==> src/sv/longest_match_token_lexer_assert.svh <==
// Assertion helpers shared by the lexer modules.
`ifndef LONGEST_MATCH_TOKEN_LEXER_ASSERT_SVH
`define LONGEST_MATCH_TOKEN_LEXER_ASSERT_SVH
`ifndef SYNTHESIS
`define LML_ASSERT_IMPLY(lbl, clk, rst, ante, cons, msg) \
   lbl: assert property (@(posedge clk) disable iff (rst) (ante) |-> (cons)) \
      else $error(msg);
`define LML_ASSERT_NEXT(lbl, clk, rst, ante, cons, msg) \
   lbl: assert property (@(posedge clk) disable iff (rst) (ante) |=> (cons)) \
      else $error(msg);
`else
`define LML_ASSERT_IMPLY(lbl, clk, rst, ante, cons, msg)
`define LML_ASSERT_NEXT(lbl, clk, rst, ante, cons, msg)
`endif
`endif

==> src/sv/lml_pkg.sv <==
package lml_pkg;

   localparam int WINDOW_BYTES_DEF = 5;
   localparam int DICT_ENTRIES     = 35;
   localparam int LEX_MAX          = 5;
   localparam int QUEUE_DEPTH      = 2;

   typedef enum logic [2:0] {
      KIND_QUALITY,
      KIND_EXTENSION,
      KIND_ALTERATION,
      KIND_SUSPENSION,
      KIND_ADD,
      KIND_UNKNOWN
   } kind_type;

   typedef struct packed {
      logic [2:0]           len;
      logic [LEX_MAX*8-1:0] text;
      kind_type             kind;
      logic [4:0]           canon;
   } entry_type;

   typedef struct packed {
      kind_type   kind;
      logic [5:0] entry;
      logic [4:0] canon;
      logic [2:0] len;
      logic [7:0] raw;
   } token_type;

   typedef struct packed {
      logic [7:0] data;
      logic       last;
   } q_item_type;

   // The spelling is given most significant byte first; byte 0 of the
   // lexeme ends up in the low byte of the text field.
   function automatic entry_type mk(input logic [2:0] len, input logic [39:0] txt,
                                    input kind_type kind, input logic [4:0] canon);
      entry_type e;
      e.len   = len;
      e.kind  = kind;
      e.canon = canon;
      e.text  = '0;
      for (int k = 0; k < LEX_MAX; k++) begin
         if (k < int'(len)) begin
            e.text[8*k +: 8] = txt[8*(int'(len)-1-k) +: 8];
         end
      end
      return e;
   endfunction

   localparam entry_type DICT [DICT_ENTRIES] = '{
      mk(3'd5, 40'("major"), KIND_QUALITY, 5'd0),
      mk(3'd3, 40'("maj"), KIND_QUALITY, 5'd0),
      mk(3'd5, 40'("minor"), KIND_QUALITY, 5'd1),
      mk(3'd3, 40'("min"), KIND_QUALITY, 5'd1),
      mk(3'd1, 40'("m"), KIND_QUALITY, 5'd1),
      mk(3'd3, 40'("dim"), KIND_QUALITY, 5'd2),
      mk(3'd2, 40'h00_0000_C2B0, KIND_QUALITY, 5'd2),
      mk(3'd3, 40'("aug"), KIND_QUALITY, 5'd3),
      mk(3'd1, 40'("+"), KIND_QUALITY, 5'd3),
      mk(3'd5, 40'("maj13"), KIND_EXTENSION, 5'd4),
      mk(3'd2, 40'("13"), KIND_EXTENSION, 5'd5),
      mk(3'd5, 40'("maj11"), KIND_EXTENSION, 5'd6),
      mk(3'd2, 40'("11"), KIND_EXTENSION, 5'd7),
      mk(3'd4, 40'("maj9"), KIND_EXTENSION, 5'd8),
      mk(3'd1, 40'("9"), KIND_EXTENSION, 5'd9),
      mk(3'd4, 40'("maj7"), KIND_EXTENSION, 5'd10),
      mk(3'd2, 40'("7M"), KIND_EXTENSION, 5'd10),
      mk(3'd2, 40'("M7"), KIND_EXTENSION, 5'd10),
      mk(3'd2, 40'h00_0000_CE94, KIND_EXTENSION, 5'd10),
      mk(3'd3, 40'h00_00CE_9437, KIND_EXTENSION, 5'd10),
      mk(3'd4, 40'h00_E296_B337, KIND_EXTENSION, 5'd10),
      mk(3'd3, 40'h00_00E2_96B3, KIND_EXTENSION, 5'd10),
      mk(3'd1, 40'("7"), KIND_EXTENSION, 5'd11),
      mk(3'd1, 40'("6"), KIND_EXTENSION, 5'd12),
      mk(3'd3, 40'("#11"), KIND_ALTERATION, 5'd13),
      mk(3'd3, 40'("b13"), KIND_ALTERATION, 5'd14),
      mk(3'd2, 40'("#9"), KIND_ALTERATION, 5'd15),
      mk(3'd2, 40'("b9"), KIND_ALTERATION, 5'd16),
      mk(3'd2, 40'("#5"), KIND_ALTERATION, 5'd17),
      mk(3'd2, 40'("b5"), KIND_ALTERATION, 5'd18),
      mk(3'd4, 40'("sus4"), KIND_SUSPENSION, 5'd19),
      mk(3'd4, 40'("sus2"), KIND_SUSPENSION, 5'd20),
      mk(3'd5, 40'("add13"), KIND_ADD, 5'd21),
      mk(3'd5, 40'("add11"), KIND_ADD, 5'd22),
      mk(3'd4, 40'("add9"), KIND_ADD, 5'd23)
   };

endpackage

==> src/sv/lml_channels.sv <==
interface lml_req_if;
   logic       valid;
   logic       ready;
   logic [7:0] byte_in;
   logic       string_end;

   modport source (output valid, output byte_in, output string_end, input ready);
   modport sink (input valid, input byte_in, input string_end, output ready);
endinterface

interface lml_rsp_if;
   logic       valid;
   logic       ready;
   logic [2:0] token_kind;
   logic [5:0] entry_index;
   logic [4:0] canonical_index;
   logic [2:0] token_length;
   logic [7:0] raw_byte;
   logic       run_last;
   logic       token_is_final;

   modport source (output valid, output token_kind, output entry_index,
                   output canonical_index, output token_length, output raw_byte,
                   output run_last, output token_is_final, input ready);
   modport sink (input valid, input token_kind, input entry_index,
                 input canonical_index, input token_length, input raw_byte,
                 input run_last, input token_is_final, output ready);
endinterface

==> src/sv/lml_front.sv <==
`include "longest_match_token_lexer_assert.svh"

module lml_front (
   input  logic                clock,
   input  logic                reset,
   lml_req_if.sink             req_ch,
   output logic                q_valid,
   output lml_pkg::q_item_type q_item,
   input  logic                q_ready
);
   import lml_pkg::*;

   localparam int DEPTH = QUEUE_DEPTH;
   localparam int PW    = (DEPTH > 1) ? $clog2(DEPTH) : 1;
   localparam int CW    = $clog2(DEPTH + 1);

   q_item_type       mem_ff [DEPTH];
   logic [PW-1:0]    wr_ptr_ff, wr_ptr_in;
   logic [PW-1:0]    rd_ptr_ff, rd_ptr_in;
   logic [CW-1:0]    count_ff, count_in;
   logic             push, pop;

   assign req_ch.ready = (count_ff != CW'(DEPTH));
   assign push         = req_ch.valid && req_ch.ready;
   assign q_valid      = (count_ff != '0);
   assign q_item       = mem_ff[rd_ptr_ff];
   assign pop          = q_valid && q_ready;

   always_comb begin
      wr_ptr_in = wr_ptr_ff;
      rd_ptr_in = rd_ptr_ff;
      count_in  = count_ff;
      if (push) begin
         wr_ptr_in = (wr_ptr_ff == PW'(DEPTH - 1)) ? '0 : wr_ptr_ff + 1'b1;
      end
      if (pop) begin
         rd_ptr_in = (rd_ptr_ff == PW'(DEPTH - 1)) ? '0 : rd_ptr_ff + 1'b1;
      end
      if (push && !pop) begin
         count_in = count_ff + 1'b1;
      end else if (pop && !push) begin
         count_in = count_ff - 1'b1;
      end
   end

   always_ff @(posedge clock) begin
      if (reset) begin
         wr_ptr_ff <= '0;
         rd_ptr_ff <= '0;
         count_ff  <= '0;
      end else begin
         wr_ptr_ff <= wr_ptr_in;
         rd_ptr_ff <= rd_ptr_in;
         count_ff  <= count_in;
      end
   end

   always_ff @(posedge clock) begin
      if (push) begin
         mem_ff[wr_ptr_ff].data <= req_ch.byte_in;
         mem_ff[wr_ptr_ff].last <= req_ch.string_end;
      end
   end

   `LML_ASSERT_IMPLY(a_count_bound, clock, reset, 1'b1, count_ff <= CW'(DEPTH), "queue overfilled")
   `LML_ASSERT_NEXT(a_count_grows, clock, reset, push && !pop, count_ff == $past(count_ff) + 1'b1, "queue count did not grow on push")
   `LML_ASSERT_IMPLY(a_ptr_gap, clock, reset, count_ff == '0, wr_ptr_ff == rd_ptr_ff, "empty queue with unequal pointers")

endmodule

==> src/sv/lml_match.sv <==
module lml_match (
   input  logic [lml_pkg::LEX_MAX-1:0][7:0] window,
   input  logic [2:0]                       avail,
   output lml_pkg::token_type               token
);
   import lml_pkg::*;

   logic [LEX_MAX:1]       found;
   logic [LEX_MAX:1][5:0]  idx;
   logic [5:0]             best;
   logic [2:0]             best_len;

   // At most one entry of each length can match, so the per-length index
   // is a plain OR of the hitting entries.
   always_comb begin
      logic entry_hit;
      found = '0;
      idx   = '0;
      for (int i = 0; i < DICT_ENTRIES; i++) begin
         entry_hit = (DICT[i].len <= avail);
         for (int k = 0; k < LEX_MAX; k++) begin
            if (3'(k) < DICT[i].len && window[k] != DICT[i].text[8*k +: 8]) begin
               entry_hit = 1'b0;
            end
         end
         for (int l = 1; l <= LEX_MAX; l++) begin
            if (entry_hit && DICT[i].len == 3'(l)) begin
               found[l] = 1'b1;
               idx[l]   = idx[l] | 6'(i);
            end
         end
      end
      best_len = '0;
      best     = '0;
      for (int l = 1; l <= LEX_MAX; l++) begin
         if (found[l]) begin
            best_len = 3'(l);
            best     = idx[l];
         end
      end
   end

   always_comb begin
      token.raw = window[0];
      if (best_len == '0) begin
         token.kind  = KIND_UNKNOWN;
         token.entry = '0;
         token.canon = '0;
         token.len   = 3'd1;
      end else begin
         token.kind  = DICT[best].kind;
         token.entry = best;
         token.canon = DICT[best].canon;
         token.len   = best_len;
      end
   end

endmodule

==> src/sv/lml_back.sv <==
`include "longest_match_token_lexer_assert.svh"

module lml_back #(
   parameter int WINDOW_BYTES = lml_pkg::WINDOW_BYTES_DEF
) (
   input  logic                clock,
   input  logic                reset,
   input  logic                q_valid,
   input  lml_pkg::q_item_type q_item,
   output logic                q_ready,
   lml_rsp_if.source           rsp_ch
);
   import lml_pkg::*;

   localparam int W  = WINDOW_BYTES;
   localparam int FW = $clog2(W + 1);

   typedef enum logic {
      MODE_STREAM,
      MODE_FLUSH
   } mode_type;

   mode_type              mode_ff;
   logic [W-1:0][7:0]     win_ff;
   logic [FW-1:0]         fill_ff;
   logic                  rsp_valid_ff;
   token_type             tok_ff;
   logic                  run_last_ff;
   logic                  final_ff;

   logic [W-1:0][7:0]     app_win, cur_win, sh_win;
   logic [FW-1:0]         app_fill, cur_fill, rem_fill;
   logic [2:0]            avail;
   token_type             tok;
   logic                  out_free, pop, emit, ends, done;

   // The incoming byte is placed into the window and matched in the same
   // cycle, so a plain byte that fills the window yields its token at once.
   always_comb begin
      for (int i = 0; i < W; i++) begin
         app_win[i] = (FW'(i) == fill_ff) ? q_item.data : win_ff[i];
      end
   end

   assign app_fill = fill_ff + 1'b1;
   assign cur_win  = (mode_ff == MODE_FLUSH) ? win_ff : app_win;
   assign cur_fill = (mode_ff == MODE_FLUSH) ? fill_ff : app_fill;
   assign avail    = (cur_fill > FW'(LEX_MAX)) ? 3'(LEX_MAX) : 3'(cur_fill);

   lml_match u_match (
      .window (cur_win[LEX_MAX-1:0]),
      .avail  (avail),
      .token  (tok)
   );

   always_comb begin
      int src;
      for (int i = 0; i < W; i++) begin
         sh_win[i] = '0;
         for (int l = 1; l <= LEX_MAX; l++) begin
            src = i + l;
            if (tok.len == 3'(l) && src < W) begin
               sh_win[i] = cur_win[src];
            end
         end
      end
   end

   assign rem_fill = cur_fill - FW'(tok.len);
   assign out_free = !rsp_valid_ff || rsp_ch.ready;

   assign q_ready = (mode_ff == MODE_STREAM) &&
                    (out_free || (!q_item.last && app_fill != FW'(W)));
   assign pop     = q_valid && q_ready;
   assign emit    = (mode_ff == MODE_FLUSH) ? out_free :
                    (pop && (q_item.last || app_fill == FW'(W)));
   assign ends    = (mode_ff == MODE_FLUSH) || q_item.last;
   assign done    = ends && (rem_fill == '0);

   always_ff @(posedge clock) begin
      if (reset) begin
         mode_ff      <= MODE_STREAM;
         fill_ff      <= '0;
         rsp_valid_ff <= 1'b0;
      end else begin
         if (emit) begin
            rsp_valid_ff <= 1'b1;
            fill_ff      <= done ? '0 : rem_fill;
            mode_ff      <= (ends && !done) ? MODE_FLUSH : MODE_STREAM;
            win_ff       <= done ? '0 : sh_win;
            tok_ff       <= tok;
            run_last_ff  <= !ends || done;
            final_ff     <= done;
         end else begin
            if (rsp_ch.ready) begin
               rsp_valid_ff <= 1'b0;
            end
            if (pop) begin
               fill_ff <= app_fill;
               win_ff  <= app_win;
            end
         end
      end
   end

   assign rsp_ch.valid           = rsp_valid_ff;
   assign rsp_ch.token_kind      = tok_ff.kind;
   assign rsp_ch.entry_index     = tok_ff.entry;
   assign rsp_ch.canonical_index = tok_ff.canon;
   assign rsp_ch.token_length    = tok_ff.len;
   assign rsp_ch.raw_byte        = tok_ff.raw;
   assign rsp_ch.run_last        = run_last_ff;
   assign rsp_ch.token_is_final  = final_ff;

   `LML_ASSERT_IMPLY(a_fill_below_window, clock, reset,
      1'b1, fill_ff < FW'(W), "window fill reached its depth between items")
   `LML_ASSERT_IMPLY(a_flush_nonempty, clock, reset,
      mode_ff == MODE_FLUSH, fill_ff != '0, "flushing an empty window")
   `LML_ASSERT_IMPLY(a_final_is_last, clock, reset,
      rsp_valid_ff && final_ff, run_last_ff, "final token not marked last of its run")
   `LML_ASSERT_IMPLY(a_flush_ends_empty, clock, reset,
      $fell(mode_ff == MODE_FLUSH), fill_ff == '0, "flush left bytes behind")

endmodule

==> src/sv/longest_match_token_lexer.sv <==
// Bytes accepted on req pass through the queue; a token is registered for rsp
// when a byte fills the window or ends a string. Throughput: one byte per cycle
// while strings continue and rsp takes tokens; a byte with string_end holds the
// token stage while the window flushes, with a two-entry queue absorbing input.
// Reset is synchronous and active high: it empties the queue and the window and
// drops any pending token.
module longest_match_token_lexer #(
   parameter int WINDOW_BYTES = lml_pkg::WINDOW_BYTES_DEF
) (
   input  logic      clock,
   input  logic      reset,
   lml_req_if.sink   req_ch,
   lml_rsp_if.source rsp_ch
);
   import lml_pkg::*;

   logic       q_valid;
   logic       q_ready;
   q_item_type q_item;

   lml_front u_front (
      .clock   (clock),
      .reset   (reset),
      .req_ch  (req_ch),
      .q_valid (q_valid),
      .q_item  (q_item),
      .q_ready (q_ready)
   );

   lml_back #(
      .WINDOW_BYTES (WINDOW_BYTES)
   ) u_back (
      .clock   (clock),
      .reset   (reset),
      .q_valid (q_valid),
      .q_item  (q_item),
      .q_ready (q_ready),
      .rsp_ch  (rsp_ch)
   );

endmodule
==> src/flat_wrapper.sv <==
// flat-port wrapper written by rule: the top's interface ports become plain ports
module longest_match_token_lexer_flat import lml_pkg::*;
#(
   parameter int WINDOW_BYTES = lml_pkg::WINDOW_BYTES_DEF
)
  (clock, reset, req_ch_valid, req_ch_byte_in, req_ch_string_end, req_ch_ready, rsp_ch_valid, rsp_ch_token_kind, rsp_ch_entry_index, rsp_ch_canonical_index, rsp_ch_token_length, rsp_ch_raw_byte, rsp_ch_run_last, rsp_ch_token_is_final, rsp_ch_ready);
  lml_req_if req_ch_i ();
  lml_rsp_if rsp_ch_i ();
  input  logic clock;
  input  logic reset;
  input wire logic [$bits(req_ch_i.valid)-1:0] req_ch_valid;
  input wire logic [$bits(req_ch_i.byte_in)-1:0] req_ch_byte_in;
  input wire logic [$bits(req_ch_i.string_end)-1:0] req_ch_string_end;
  output wire logic [$bits(req_ch_i.ready)-1:0] req_ch_ready;
  output wire logic [$bits(rsp_ch_i.valid)-1:0] rsp_ch_valid;
  output wire logic [$bits(rsp_ch_i.token_kind)-1:0] rsp_ch_token_kind;
  output wire logic [$bits(rsp_ch_i.entry_index)-1:0] rsp_ch_entry_index;
  output wire logic [$bits(rsp_ch_i.canonical_index)-1:0] rsp_ch_canonical_index;
  output wire logic [$bits(rsp_ch_i.token_length)-1:0] rsp_ch_token_length;
  output wire logic [$bits(rsp_ch_i.raw_byte)-1:0] rsp_ch_raw_byte;
  output wire logic [$bits(rsp_ch_i.run_last)-1:0] rsp_ch_run_last;
  output wire logic [$bits(rsp_ch_i.token_is_final)-1:0] rsp_ch_token_is_final;
  input wire logic [$bits(rsp_ch_i.ready)-1:0] rsp_ch_ready;
  assign req_ch_i.valid = req_ch_valid;
  assign req_ch_i.byte_in = req_ch_byte_in;
  assign req_ch_i.string_end = req_ch_string_end;
  assign req_ch_ready = req_ch_i.ready;
  assign rsp_ch_valid = rsp_ch_i.valid;
  assign rsp_ch_token_kind = rsp_ch_i.token_kind;
  assign rsp_ch_entry_index = rsp_ch_i.entry_index;
  assign rsp_ch_canonical_index = rsp_ch_i.canonical_index;
  assign rsp_ch_token_length = rsp_ch_i.token_length;
  assign rsp_ch_raw_byte = rsp_ch_i.raw_byte;
  assign rsp_ch_run_last = rsp_ch_i.run_last;
  assign rsp_ch_token_is_final = rsp_ch_i.token_is_final;
  assign rsp_ch_i.ready = rsp_ch_ready;
  longest_match_token_lexer #(.WINDOW_BYTES(WINDOW_BYTES)) u_core (.clock(clock), .reset(reset), .req_ch(req_ch_i), .rsp_ch(rsp_ch_i));
endmodule
==> config.mk <==
export PLATFORM = sky130hd
export DESIGN_NAME = longest_match_token_lexer_flat
export DESIGN_NICKNAME = d
export VERILOG_FILES = /design/src/sv/lml_pkg.sv /design/src/sv/lml_channels.sv /design/src/sv/lml_front.sv /design/src/sv/lml_match.sv /design/src/sv/lml_back.sv /design/src/sv/longest_match_token_lexer.sv /design/src/flat_wrapper.sv
export VERILOG_INCLUDE_DIRS = /design/src /design/src/sv
export SDC_FILE = /design/constraint.sdc
export NUM_CORES = 1
export LEC_CHECK = 0
export BUFFER_PORTS_ARGS = -buffer_cell sky130_fd_sc_hd__buf_2
export CAP_MARGIN = 20
export CORE_AREA = 2 2 169 171
export DETAILED_ROUTE_END_ITERATION = 8
export DIE_AREA = 0 0 171 173
export HOLD_SLACK_MARGIN = 0.03
export RECOVER_POWER = 100
export SYNTH_ARGS = -nofsm -noshare
export SYNTH_HDL_FRONTEND = slang
export SYNTH_SLANG_ARGS = --single-unit
export TNS_END_PERCENT = 1
==> constraint.sdc <==
create_clock -name clock -period 6.2 [get_ports clock]
set_input_delay 0.93 -clock clock [delete_from_list [all_inputs] [get_ports clock]]
set_output_delay 0.93 -clock clock [all_outputs]
set_load 0.05 [all_outputs]
Word-level counts from Yosys, hierarchy flattened --
Memories as Yosys holds them, arrays and structs flattened. A register that Yosys moved wholly into a read port is not among the register bits. Cells that the tools add are included.
Cells by class: magnitude comparators 6, $add $sub $neg 6, reduce and logical (&&, ||, !) cells 29, eq/ne operators 58, bitwise operators 3, multiplexer cells 197
Operators with widths (number):
- inequality test 8 x 6 -> 1 bit (second input constant) | 21
- inequality test 8 x 7 -> 1 bit (second input constant) | 19
- 2-to-1 mux 1 bit | 128
- 2-to-1 mux 40 bit | 3
- 2-to-1 mux 8 bit | 15
- 2-to-1 mux 5 bit | 16
- inequality test 8 bit (second input constant) | 7
- 2-to-1 mux 6 bit | 8
- 2-to-1 mux 3 bit | 12
- 2-to-1 mux 32 bit | 1
- 2-to-1 mux 4 bit | 8
- 2-to-1 mux 2 bit | 6
- logical AND 1 bit | 9
- zero test 3 bit | 3
- nonzero test 2 bit | 4
- inverter 6 -> 7 bit | 1
- == test 2 x 3 -> 1 bit (first input constant) | 2
- == test 3 x 2 -> 1 bit (second input constant) | 2
- == test 3 bit (second input constant) | 2
- <= comparator 2 x 3 -> 1 bit (first input constant) | 2
- <= comparator 3 bit (first input constant) | 2
- zero test 1 bit | 6
- logical OR 1 bit | 5
- AND reduction 2 bit | 2
- other kinds (13) | 15
Word-level totals: bits in writable memories 18, memories kept 2, logic and storage cells 317, flip-flop bits (word level) 68, memory bits (read-only) 3264, input port bits 13
Memories:
- (no name shown) | depth 64, width 51, rd ports 1, clocked after Yosys merged registers in 1, write ports 0, line lml_match.sv:51 | token.kind = DICT[best].kind;
- u_core.u_front.mem_ff | depth 2, width 9, rd ports 1, clocked after Yosys merged registers in 1, write ports 1, line lml_front.sv:17 | q_item_type mem_ff [DEPTH];

Logic depth before layout (Yosys ltp) --
word-level depth 30, depth in mapped cells 27

Modules after synthesis --
From an unflattened synthesis, not the netlist that was laid out.
Second synthesis, totals: cell total of the unflattened synthesis 760, area, all modules 7305.8 um^2
By module, submodules not included:
- lml_back | cells each 399, area an instance 4281.6 um^2, times used 1, seq. area each 2112.0 um^2
- lml_match | cells each 309, area an instance 2154.6 um^2, times used 1, seq. area each 0.0 um^2
- lml_front | cells each 52, area an instance 869.6 um^2, times used 1, seq. area each 640.6 um^2

Least setup slack after synthesis --
OpenSTA, ideal clock, no wires.
path kind reg2reg, start point register u_core.u_back.fill_ff[2], end point register u_core.u_back.win_ff[13] (netlist name) (data pin), period minus slack after synthesis 4.960 ns, data required time 5.921 ns, data arrival time 4.681 ns, library setup time 0.279 ns, stages on the path, launching flop included 27, slack 1.240 ns, path buffers 7, cells stage by stage dfxtp_1 -> buf_2 -> inv_1 -> ha_1 -> buf_4 -> and2b_1 -> buf_6 -> mux2i_1 -> or4b_1 -> buf_2 -> nor4_4 -> o2111ai_1 -> and2_1 -> nand3_1 -> buf_2 -> nor2_1 -> a21oi_1 -> o21ai_0 -> ha_1 -> inv_1 -> ha_1 -> nand2b_1 -> nand4bb_1 -> buf_4 -> nand2_4 -> buf_6 -> o32ai_2
RTL lines:
- from (decl) | line lml_back.sv:25 | logic [FW-1:0] fill_ff;
- from (signal assigned) | line lml_back.sv:88 | fill_ff <= done ? '0 : rem_fill;
- from (signal assigned) | line lml_back.sv:99 | fill_ff <= app_fill;
- to (signal assigned) | line lml_back.sv:90 | win_ff <= done ? '0 : sh_win;
- to (signal assigned) | line lml_back.sv:100 | win_ff <= app_win;
- to (decl) | line lml_back.sv:24 | logic [W-1:0][7:0] win_ff;

==> summary.md <==
| Metric | Value |
|---|---|
| Crit path cell chain | `inv_1 -> ha_1 -> and2b_1 -> mux2i_1 -> or4b_1 -> nor3_1 -> o2111ai_1 -> buf_4 -> and2_1 -> nand3_1 -> nor2_1 -> a21oi_1 -> o21ai_0 -> ha_1 -> inv_1 -> ha_1 -> nand2b_1 -> a2bb2oi_2 -> nand4bb_1 -> nand2_4 -> o32ai_1` |
| Port-buffer cells | `41` |
| Die Wd | `171 um` |
| Count of final hold-check violations | `0` |
| CP arrival | `5.66 ns` |
| Total Routing Usage GR | `0.214` |
| Synth Register Bits | `95` |
| Final slew viol count | `85` |
| Status | `complete, but fails checks` |
| Max Cap Viol | `2` |
| Vias in the first global route | `7,588` |
| Antenna-violating nets left | `0` |
| Diode count | `0` |
| Crit path kind | `flop to flop` |
| Avg WL per Cell | `23.6 um` |
| Post-synth top area cell | `edfxtp_1` |
| Layout area overhead | `10.2%` |
| I/O pin cnt | `42` |
| Syn nets | `968` |
| DRC | `0` |
| Share of the yosys chip area belonging to registers | `0.336` |
| Startpoint types | `flop` |
| Worst slew pin tran | `2.75 ns` |
| Vias | `8,239` |
| Critical path endpoint | `u_core.u_back.win_ff[26]` |
| Synth top area share | `0.312` |
| Worst IR drop on VDD | `0.216 mV` |
| Clk_lat worst skew | `0.37 ns` |
| Most used DFF post-synth | `edfxtp_1` |
| RR Startpoint | `u_core.u_back.fill_ff[2]` |
| Initial antenna violation count | `0` |
| H-tree levels | `3` |
| Cts repair resizes | `0` |
| Rel. slew slack | `-0.833` |
| Min Clock Period, post-route | `5.68 ns` |
| Synth Instances | `941` |
| Setup slack, reg-to-reg | `0.52 ns` |
| Failing checks | `max-capacitance violations, max-slew violations` |
| Final setup fails | `0` |
| Unrepaired setup endpoints after global routing | `false` |
| Core area | `0.0276 mm2` |
| Clock skew | `0.00934 ns` |
| Slowest cell on crit path | `or4b_1` |
| Root buf cell | `clkbuf_16` |
| CP Capture Type | `flop` |
| Setup crit start | `u_core.u_back.fill_ff[2]` |
| Starting Density | `0.296` |
| Distinct cell type count after synthesis | `97` |
| Final hold slack | `0.504 ns` |
| Syn_area_per_cell | `8.70 um2` |
| Power per cell area | `534 mW/mm2` |
| CTS Sinks | `95` |
| Dpl cells | `1,335` |
| Pleak | `0.00301 uW` |
| Clk buf depth | `2` |
| FP Rows | `61` |
| Placer Congestion | `1.05` |
| # hold bufs at CTS | `0` |
| Synth Cell Area | `0.00819 mm2` |
| Largest net degree at the start of global routing | `57` |
| Fmax | `176 MHz` |
| Share of async-settable or async-resettable flops after synthesis | `0` |
| HP Class | `flop to flop` |
| Grt total ovfl | `0` |
| Reg clk slew, reported paths | `0.07 ns` |
| Fillers | `2,930` |
| Pwr Total | `4820 uW` |
| Final Non-Filler Cells | `1,353` |
| YS warnings | `0` |
| Top cell by count, worst path | `ha_1` |
| Layout Nets | `997` |
| Worst endpoint required time | `6.18 ns` |
| DRT Pass-1 Iters | `6` |
| Die height | `173 um` |
| Cells on worst reg2reg path | `21` |
| Most frequent cells in the layout | `nor2_1, edfxtp_1, nand2_1` |
| CTS tree | `yes` |
| Iteration-0 DRC Markers | `1,019` |
| Layout cells sized above 1 | `0.113` |
| Max incr delay on CP | `0.76 ns` |
| First-pass GRT wire length | `47,900 um` |
| DRT Wirelength | `31,900 um` |
| CTS Buf Count | `9` |
| DIE AREA | `0.0296 mm2` |
| Number of synthesized flops with an enable pin | `85` |
| Vias per cell | `6.09` |
| Setup_tns | `0 ns` |
| Commonest non-fill, non-tap cell in the layout | `nor2_1` |
| Post-detail-place hpwl | `24,600 um` |
| Top post-synthesis cells by area | `edfxtp_1, nor2_1, a21oi_1` |
| Post-CTS Setup Inserts | `0` |
| R2r endpoint | `u_core.u_back.win_ff[26]` |
| Crit share post-route | `0.916` |
| CP Max Fanout | `25` |
layout make-up:
class                           count  area (um2)  share of cell area
Tap cell                          378         473              0.0524
Timing Repair Buffer               78         437              0.0484
Sequential cell                    95        2750               0.305
Clock inverter                      7        66.3             0.00735
Clock buffer                        9         225              0.0250
Inverter                           23        86.3             0.00956
Multi-Input combinational cell    763        4980               0.552
power breakdown:
part,switching [uW],total [uW],leakage [uW],internal (uW)
sequential,385,1480,0.000873,1090
clock,292,574,0.000141,282
combinational,1850,2770,0.00200,915
total,2530,4820,0.00301,2290
metrics by stage:
step	utilization	area, um2	setup slack [ns]
after floorplan	-	8190	1.24
final	0.327	9030	0.518
after global placement	0.320	8850	0.837
after CTS	0.331	9140	0.698
after global routing	0.327	9030	0.216
after detailed placement	0.320	8850	0.720
state kept, by name, indices dropped and copies added (netlist names), named ones only:
name	count
u_core.u_back.fill_ff	3
u_core.u_back.mode_ff	1
u_core.u_back.rsp_ch.canonical_index	5
u_core.u_back.rsp_ch.entry_index	6
u_core.u_back.rsp_ch.raw_byte	8
u_core.u_back.rsp_ch.run_last	1
u_core.u_back.rsp_ch.token_is_final	1
u_core.u_back.rsp_ch.token_kind	3
u_core.u_back.rsp_ch.token_length	3
u_core.u_back.rsp_ch.valid	1
u_core.u_back.win_ff	40
u_core.u_front.count_ff	2
u_core.u_front.mem_ff	18
u_core.u_front.rd_ptr_ff	1
u_core.u_front.wr_ptr_ff	1
worst max-delay path, delay by kind of cell (launching register included):
| kind | cells | cell delay [ns] |
|---|---|---|
| adder cells (fa/ha/maj) | 3 | 0.61 |
| buffers and inverters | 3 | 0.43 |
| flip-flops | 1 | 0.59 |
| multiplexers | 1 | 0.29 |
| AO/OA/AOI/OAI | 5 | 0.78 |
| AND/OR/NAND/NOR | 9 | 2.57 |
logic make-up after synthesis:
kind of cell | synth area share
AO/OA/AOI/OAI | 0.267
flip-flops | 0.336
adder cells (fa/ha/maj) | 0.0214
multiplexers | 0.0562
XOR/XNOR | 0.00962
AND/OR/NAND/NOR | 0.261
buffers and inverters | 0.0486
synthesized netlist by cell type, types with 5 or more instances:
cell type,n
buf_2,18
o22ai_1,23
and3b_1,9
nor3_1,27
and3_1,8
o211ai_1,6
o221ai_1,13
a31oi_1,8
nand4b_1,5
o31ai_1,7
o2111ai_1,7
dfxtp_1,10
nand2_1,77
mux2_2,12
o32ai_2,11
o32a_1,5
a31o_2,5
nand4_1,12
or2_2,6
a21oi_1,64
edfxtp_1,85
ha_1,14
nand3b_1,13
inv_1,22
nor3b_1,16
nor2_1,115
or3_1,8
o21ai_0,57
a211oi_1,27
buf_1,5
mux2i_1,24
o32ai_1,9
nand3_1,25
nor4_1,8
and2_1,6
buf_6,7
xor2_1,6
a22oi_1,7
clkbuf_1,27
nand2b_1,19
routing by layer:
layer | vias to the layer above | wire, um | part of all wire | GRT usage
met5 | - | 0 | 0 | 0
met4 | 0 | 2080 | 0.065 | 0.134
met3 | 110 | 2680 | 0.084 | 0.0302
met2 | 500 | 13500 | 0.42 | 0.310
met1 | 3923 | 13700 | 0.43 | 0.296
li1 | 3706 | - | - | -
worst min-delay path by stage:
stage / from / to / cells past startpoint
2_1_floorplan: u_core.u_front.count_ff[1] / u_core.u_front.count_ff[1] / 2
3_3_place_gp: u_core.u_front.count_ff[1] / u_core.u_front.count_ff[1] / 2
3_5_place_dp: u_core.u_front.count_ff[1] / u_core.u_front.count_ff[1] / 2
4_1_cts: u_core.u_front.count_ff[1] / u_core.u_front.count_ff[1] / 2
5_1_grt: u_core.u_front.rd_ptr_ff / u_core.u_front.rd_ptr_ff / 2
6_report: u_core.u_front.count_ff[1] / u_core.u_front.count_ff[1] / 2
Power figures use the tool's default switching activity.
